[src/rtl/tli_pkg.sv]
package tli_pkg;

   // Table geometry
   localparam int TABLE_DEPTH = 1024;
   localparam int ADDR_W      = $clog2(TABLE_DEPTH);
   localparam int CNT_W       = $clog2(TABLE_DEPTH + 1);

   // Field widths
   localparam int IDX_W = 10;
   localparam int ABS_W = 20;
   localparam int VAL_W = 32;
   localparam int NUM_W = ABS_W + VAL_W;

   // Entries-in-use register
   localparam int              CSR_W     = 11;
   localparam logic [CSR_W-1:0] CSR_RESET = 11'd2;
   localparam int              MIN_USED  = 2;

   // Front queue
   localparam int QUEUE_DEPTH = 2;
   localparam int QPTR_W      = (QUEUE_DEPTH > 1) ? $clog2(QUEUE_DEPTH) : 1;
   localparam int QCNT_W      = $clog2(QUEUE_DEPTH + 1);

   // Serial divider: one quotient bit per step
   localparam int DIV_STEPS = VAL_W;
   localparam int DIV_CNT_W = $clog2(DIV_STEPS);

   // Request type code on the input channel
   localparam logic REQ_QUERY = 1'b1;

   typedef enum logic {
      KIND_LOAD  = 1'b0,
      KIND_QUERY = 1'b1
   } req_kind_type;

   // One classified item; abscissa is the load point or the query point
   typedef struct packed {
      req_kind_type     kind;
      logic [IDX_W-1:0] index;
      logic [ABS_W-1:0] abscissa;
      logic [VAL_W-1:0] value;
   } item_type;

endpackage

[src/rtl/tli_front.sv]
module tli_front (
   input  logic                      clock,
   input  logic                      reset,
   input  logic                      push,
   output logic                      full,
   input  logic                      req_type,
   input  logic [tli_pkg::IDX_W-1:0] req_entry_index,
   input  logic [tli_pkg::ABS_W-1:0] req_point_abscissa,
   input  logic [tli_pkg::VAL_W-1:0] req_point_value,
   input  logic [tli_pkg::ABS_W-1:0] req_query_abscissa,
   output logic                      head_valid,
   output tli_pkg::item_type         head_item,
   input  logic                      head_pop
);

   tli_pkg::item_type                 slots_ff [tli_pkg::QUEUE_DEPTH];
   tli_pkg::item_type                 item;
   logic [tli_pkg::QPTR_W-1:0]        wr_ptr_ff, wr_ptr_in;
   logic [tli_pkg::QPTR_W-1:0]        rd_ptr_ff, rd_ptr_in;
   logic [tli_pkg::QCNT_W-1:0]        count_ff, count_in;
   logic                              accept;
   logic                              take;

   // Classify: a query carries its own abscissa, a load the point's
   always_comb begin
      item.kind     = (req_type == tli_pkg::REQ_QUERY) ? tli_pkg::KIND_QUERY
                                                       : tli_pkg::KIND_LOAD;
      item.index    = req_entry_index;
      item.abscissa = (req_type == tli_pkg::REQ_QUERY) ? req_query_abscissa
                                                       : req_point_abscissa;
      item.value    = req_point_value;
   end

   assign full       = (count_ff == tli_pkg::QCNT_W'(tli_pkg::QUEUE_DEPTH));
   assign head_valid = (count_ff != '0);
   assign head_item  = slots_ff[rd_ptr_ff];
   assign accept     = push && !full;
   assign take       = head_pop && head_valid;

   always_comb begin
      wr_ptr_in = wr_ptr_ff;
      rd_ptr_in = rd_ptr_ff;
      count_in  = count_ff;
      if (accept) begin
         wr_ptr_in = (wr_ptr_ff == tli_pkg::QPTR_W'(tli_pkg::QUEUE_DEPTH - 1)) ? '0
                                                                : wr_ptr_ff + 1'b1;
      end
      if (take) begin
         rd_ptr_in = (rd_ptr_ff == tli_pkg::QPTR_W'(tli_pkg::QUEUE_DEPTH - 1)) ? '0
                                                                : rd_ptr_ff + 1'b1;
      end
      if (accept && !take) begin
         count_in = count_ff + 1'b1;
      end else if (take && !accept) begin
         count_in = count_ff - 1'b1;
      end
   end

   always_ff @(posedge clock) begin
      if (reset) begin
         wr_ptr_ff <= '0;
         rd_ptr_ff <= '0;
         count_ff  <= '0;
      end else begin
         wr_ptr_ff <= wr_ptr_in;
         rd_ptr_ff <= rd_ptr_in;
         count_ff  <= count_in;
      end
   end

   always_ff @(posedge clock) begin
      if (accept) begin
         slots_ff[wr_ptr_ff] <= item;
      end
   end

`ifndef SYNTHESIS
   a_full_holds_count: assert property (@(posedge clock) disable iff (reset)
      (push && full && !head_pop) |=> $stable(count_ff))
      else $error("queue count changed on a refused beat");
`endif

endmodule

[config.mk]
export PLATFORM = sky130hd
export DESIGN_NAME = tli_front
export DESIGN_NICKNAME = d
export VERILOG_FILES = /design/src/rtl/tli_pkg.sv /design/src/rtl/tli_front.sv
export SDC_FILE = /design/constraint.sdc
export NUM_CORES = 1
export LEC_CHECK = 0
export BUFFER_PORTS_ARGS = -buffer_cell sky130_fd_sc_hd__buf_2
export CAP_MARGIN = 20
export CORE_MARGIN = 2
export CORE_UTILIZATION = 45
export DETAILED_ROUTE_END_ITERATION = 6
export GPL_TIMING_DRIVEN = 0
export PLACE_DENSITY = 0.74
export SLEW_MARGIN = 20
export SYNTH_ARGS = -nofsm -noshare
export SYNTH_HDL_FRONTEND = slang
export SYNTH_SLANG_ARGS = --single-unit
[constraint.sdc]
create_clock -name clock -period 2.75 [get_ports clock]
set_clock_uncertainty 0.2 [all_clocks]
set_input_delay 0 -clock clock [delete_from_list [all_inputs] [get_ports clock]]
set_output_delay 0 -clock clock [all_outputs]
set_load 0.05 [all_outputs]
Yosys cells after proc, flatten, opt, wreduce, memory -nomap -nowiden
Memory sizes are Yosys's and may differ from the RTL's. A register that Yosys moved wholly into a read port is not among the register bits.
Index checks and enable logic that the tools add are counted.
{"block": "op_classes", "n_addsub": 4, "n_eq_ne": 1, "mux": 10, "n_reduce_logical": 9}
{"operator": "two-way mux 20 bit", "count": 1}
{"operator": "two-way mux 1 bit", "count": 7}
{"operator": "logical AND 1 bit", "count": 4}
{"operator": "two-way mux 2 bit", "count": 2}
{"operator": "nonzero test 2 bit", "count": 2}
{"operator": "zero test 1 bit", "count": 3}
{"operator": "adder 1 bit, second input constant", "count": 2}
{"operator": "adder 2 x 1 -> 2 bit, second input constant", "count": 1}
{"operator": "equality test 2 bit, second input constant", "count": 1}
{"operator": "subtractor 2 x 1 -> 2 bit, second input constant", "count": 1}
{"block": "totals", "register_bits": 4, "ramBits": 126, "out_inout_bits": 65, "n_memories": 1}
{"name": "slots_ff", "words": 2, "width": 63, "read_ports": 1, "rd_clocked_by_memory_dff": 1, "write_ports": 1, "line": "tli_front.sv:16", "rtl": "tli_pkg::item_type slots_ff [tli_pkg::QUEUE_DEPTH];"}

Depth between registers and ports, before layout
{"block": "logic_depth", "ltp_word": 7, "depth_mapped": 6, "ltp_nobuf": 6}

Worst setup path before layout
No wires, ideal clock.
{"block": "synth_timing", "path_type": "reg2reg", "startpoint": "register count_ff[1] (netlist name)", "endpoint": "memory slots_ff[1][0] (netlist name) (enable)", "t_arrival_ns": 2.218, "path_slack_ns": -0.096, "path_stages_with_launch": 4, "path_buffers": 0, "path_cell_list": "dfxtp_1 -> nor2b_2 -> nor2_1 -> and2_1"}
{"block": "synth_via", "elab_chain_len": 5}
{"item": "from (decl)", "line": "tli_front.sv:20", "rtl": "logic [tli_pkg::QCNT_W-1:0] count_ff, count_in;"}
{"item": "from (signal assigned)", "line": "tli_front.sv:67", "rtl": "count_ff <= count_in;"}
{"item": "equality test 2 bit", "line": "tli_front.sv:34", "rtl": "assign full = (count_ff == tli_pkg::QCNT_W'(tli_pkg::QUEUE_DEPTH));"}
{"item": "via full", "line": "tli_front.sv:5", "rtl": "output logic full,"}
{"item": "zero test 1 bit", "line": "tli_front.sv:37", "rtl": "assign accept = push && !full;"}
{"item": "logical AND 1 bit", "line": "tli_front.sv:37"}
{"item": "two-way mux 1 bit", "line": "tli_front.sv:72", "rtl": "if (accept) begin"}
{"item": "two-way mux 1 bit (not written as such)", "line": "tli_front.sv:73", "rtl": "slots_ff[wr_ptr_ff] <= item;"}
{"item": "to (decl)", "line": "tli_front.sv:16"}
The timed path passes the listed nets, and every way through them passes these cells.

==> results.md <==
- The global-route congestion overflow total is 0.
- The async set-reset flop share out of synthesis is 0%.
- Yosys instantiated no cell more often than edfxtp_1.
- The worst voltage drop across the vdd grid is a little over 0.6 mV.
- The headroom to the max-slew limit is 61.7%.
- The standard cell area after detailed placement is 6000 um^2.
- The run finished with clean final reports.
- The total CTS buffers is 17.
- In this run, the number of DRC markers left after iteration 0 of detailed routing was 104.
- The die is about 110 um tall.
- The maximum fanout along the worst path is 10.
- OpenSTA, run right after detailed placement, puts the worst setup slack at 652 ps.
- The critical path arrival is roughly 1900 ps.
- TritonCTS built the clock tree.
- In this run the biggest area consumer among cell types represents approximately 76% of the synthesized area.
- Setup violations remaining at the end of the flow were counted as 0.
- The number of max-slew violations in the final report is 0.
- The first global-routing pass estimated approximately 15000 um of wire.
- The length in cells of the worst reg-to-reg path is 4.
- The synthesized design spends more area on one cell type than any other, namely edfxtp_1.
- At the pin with the least slew margin, the transition time is 573 ps.
- The endpoint identified for the worst register-to-register timing path is slots_ff[0][14].
- The area overhead of the layout relative to synthesis is 50.0%.
- The floorplan step defined a die boundary enclosing 11900 um^2.
- The initial utilization of the core area, before any placement, comes to between 40% and 50%.
- The number of warnings printed during yosys synthesis is 0.
- The count of state elements after synthesis is ~130.
- In this run the core area contains 38 standard-cell rows.
- The number of distinct library cell variants in the gate-level netlist after synthesis is 15.
- The tree is rooted in a clkbuf_8.
- Entering global routing, the biggest net connects between 40 and 50 pins.
- The net count of the mapped netlist is approximately 330.
- The worst setup path is of the reg2out kind.
- The total count of hold-check failures in the final report is 0.
- The detail route stage leaves a number of antenna-violating nets equal to 0.
- The average instance in the mapped netlist occupies 20.5 um^2.
- The number of global-route vias before repair is 3235.
- The clock passes through at most 2 buffers.
- The total number of vias is roughly 3.1k.
- Of the available clock period, the critical path in the final layout requires roughly 78%.
- The I/O pin count is around 150.
- Ranked by instance count, the synthesized netlist is headed by edfxtp_1 (126), mux2_2 (83), buf_2 (6).
- The number of antenna violations at the first check in global routing is 0.
- The clock edge transition at the registers on the reported setup and hold paths is about 60 ps.
- Including well taps, the total number of placed cells is about 540.
- The most used flip-flop cell after synthesis is edfxtp_1.
- The post-layout net count is about 590.
- For this run, the register share of the synthesized area comes to between 70% and 80%.
- Yosys attributes the largest share of cell area to edfxtp_1 (76%), mux2_2 (19%), dfxtp_1 (2.0%), buf_2 (0.60%), xor2_1 (0.53%).
- In this run the worst hold path is classified as in2reg.
- Setup slack on the critical path of the routed design comes to approximately 610 ps.
- The weighted congestion at the end of routability-driven global placement is 0.649.
- Counting every sink on the clock net gives approximately 130.
- The worst setup path is captured at an output pin.
- Data on the critical path is required at its endpoint by roughly 2600 ps.
- After technology mapping, the gate count stands at 243.
- At the end of the flow the core is filled with cells to between 60% and 70%.
- The filler cell count is approximately 700.
- Based on the critical path, the design can be clocked at up to roughly 470 MHz.
- The max-cap check violation count is 0.
- Cells with a size suffix above 1 make up between 50% and 60% of the layout.
- The setup slack of the worst register-to-register path is 630 ps.
- The number of H-tree branching levels is 4.
- Dividing total power by cell area gives a power density of between 900 and 1000 nW/um^2.
- After synthesis the cells add up to ~5000 um^2.
- The number of setup buffers added after CTS is 0.
- The quantity of I/O buffers inserted on ports is around 150.
- The number of search-and-repair iterations in the first detailed-routing pass is 4.
- The leakage power figure is a little under 3 nW.
- Summed over all layers, the routed wires come to slightly above 10000 um.
- The critical path capture point is head_item[24].
- The detailed placement HPWL is 6150 um.
- At the later pin of the worst-skew pair, clock insertion delay measures between 400 and 500 ps.
- The worst path needs 2140 ps of the cycle, external delays included.
- 0 antenna diodes ended up in the layout.
- Global routing used approximately 18% of the available tracks.
- STA classifies the critical path startpoint as a flip-flop.
- In this run the standard cell core region covers between 10000 and 15000 um^2.
- Counting flops with a built-in enable in the synthesized netlist gives 126.
- Summing internal, switching and leakage power gives approximately 0.0074 W.
- Setup repair after global routing left no endpoint under its margin.
- The design area is about 7500 um^2.
- The startpoint of the most critical register-to-register path is count_ff[1].
- The average wire per standard cell is approximately 16 um.
- Measured along the x axis, the die boundary spans roughly 110 um.
- The routed via count divided by cell count is roughly 4.7.
- After detailed routing, the number of remaining DRC violations is 0.
- The number of standard cells in the layout, taps in and fillers out is roughly 660.
[power by group]
| part | switching (W) | total, W | internal [W] |
|---|---|---|---|
| Sequential | 0.0000700 | 0.00259 | 0.00252 |
| Combinational | 0.00177 | 0.00258 | 0.000814 |
| Clock | 0.000816 | 0.00220 | 0.00139 |
| Total | 0.00265 | 0.00737 | 0.00472 |
[layer usage]
layer	routed length, um	global-route usage, %	vias up	part of all wire (%)
met5	0	0	-	0
met4	92	7.14	0	0.90
met3	547	4.68	9	5.3
met2	5520	31.9	96	54
met1	4100	19.4	1511	40
li1	-	-	1486	-
[kinds of logic (layout without fill, tap and decap cells)]
group | Yosys count | in the layout | synth area share [%]
flops | 131 | 131 | 77.8
simple gates | 9 | 9 | 0.978
mux | 83 | 83 | 18.7
xor+xnor | 3 | 3 | 0.527
buf+inv | 11 | 286 | 1.20
fa+ha+maj | 1 | 1 | 0.251
compound gates | 5 | 5 | 0.501
[worst min-delay path by stage]
stage	start	to	slack, ps	cells past startpoint
final	req_point_value[8]	slots_ff[0][8]	30	2
after CTS	req_point_value[13]	slots_ff[0][13]	0.6	2
after detailed placement	req_point_value[12]	slots_ff[0][12]	-9	1
after global placement	req_entry_index[8]	slots_ff[0][60]	-10	1
after global routing	req_point_value[28]	slots_ff[0][28]	6	2
after floorplan	reset	count_ff[1]	-130	1
[critical path, cell delays in order (launching register included)]
cell,delay (ps)
dfxtp_1,300
buf_2,240
buf_2,310
mux2_2,370
buf_2,210
[through the flow]
stage	TNS, ps	hold WS (ps)
floorplan	0	-131
global placement	-2390	-11.1
detailed placement	0	-8.60
CTS	0	0.610
global route	0	5.86
finish	0	34.0
[layout make-up]
class / instances / area (um^2) / area share (%)
sequential: 131 / 3880 / 51.9
clock inverter: 15 / 180 / 2.41
timing repair buffer: 243 / 1720 / 23.0
tap: 140 / 175 / 2.34
buffer: 9 / 52.6 / 0.702
multi-input combinational: 101 / 1050 / 14.0
clock buffer: 17 / 414 / 5.53
inverter: 2 / 11.3 / 0.150
[placed cells by master (no fill, tap or decap)]
| cell | count |
|---|---|
| buf_2 | 157 |
| edfxtp_1 | 126 |
| dlygate4sd3_1 | 89 |
| mux2_2 | 83 |
| clkbuf_16 | 16 |
| dfxtp_1 | 5 |
| nor2_1 | 4 |
| inv_6 | 4 |
| buf_4 | 3 |
| o21ai_0 | 3 |
| clkinvlp_4 | 3 |
| xor2_1 | 3 |
| bufinv_16 | 3 |
| clkinv_4 | 3 |
| or3_1 | 2 |
| a21oi_1 | 2 |
| clkinv_2 | 2 |
| buf_16 | 2 |
| or2_2 | 1 |
| nor2b_2 | 1 |
| inv_1 | 1 |
| and2_4 | 1 |
| ha_1 | 1 |
| clkbuf_8 | 1 |
| clkinv_1 | 1 |
| buf_12 | 1 |
[flip-flops by register name, summed over array words and instances (netlist names), named ones only]
signal / cells
count_ff: 2
rd_ptr_ff: 1
slots_ff: 126
wr_ptr_ff: 1
[timing repair]
item                      CTS  global route
hold buffers               89             0
resized for setup           0             0
hold endpoints to repair  153             0
No activity file was read; power rests on OpenSTA's default activity.
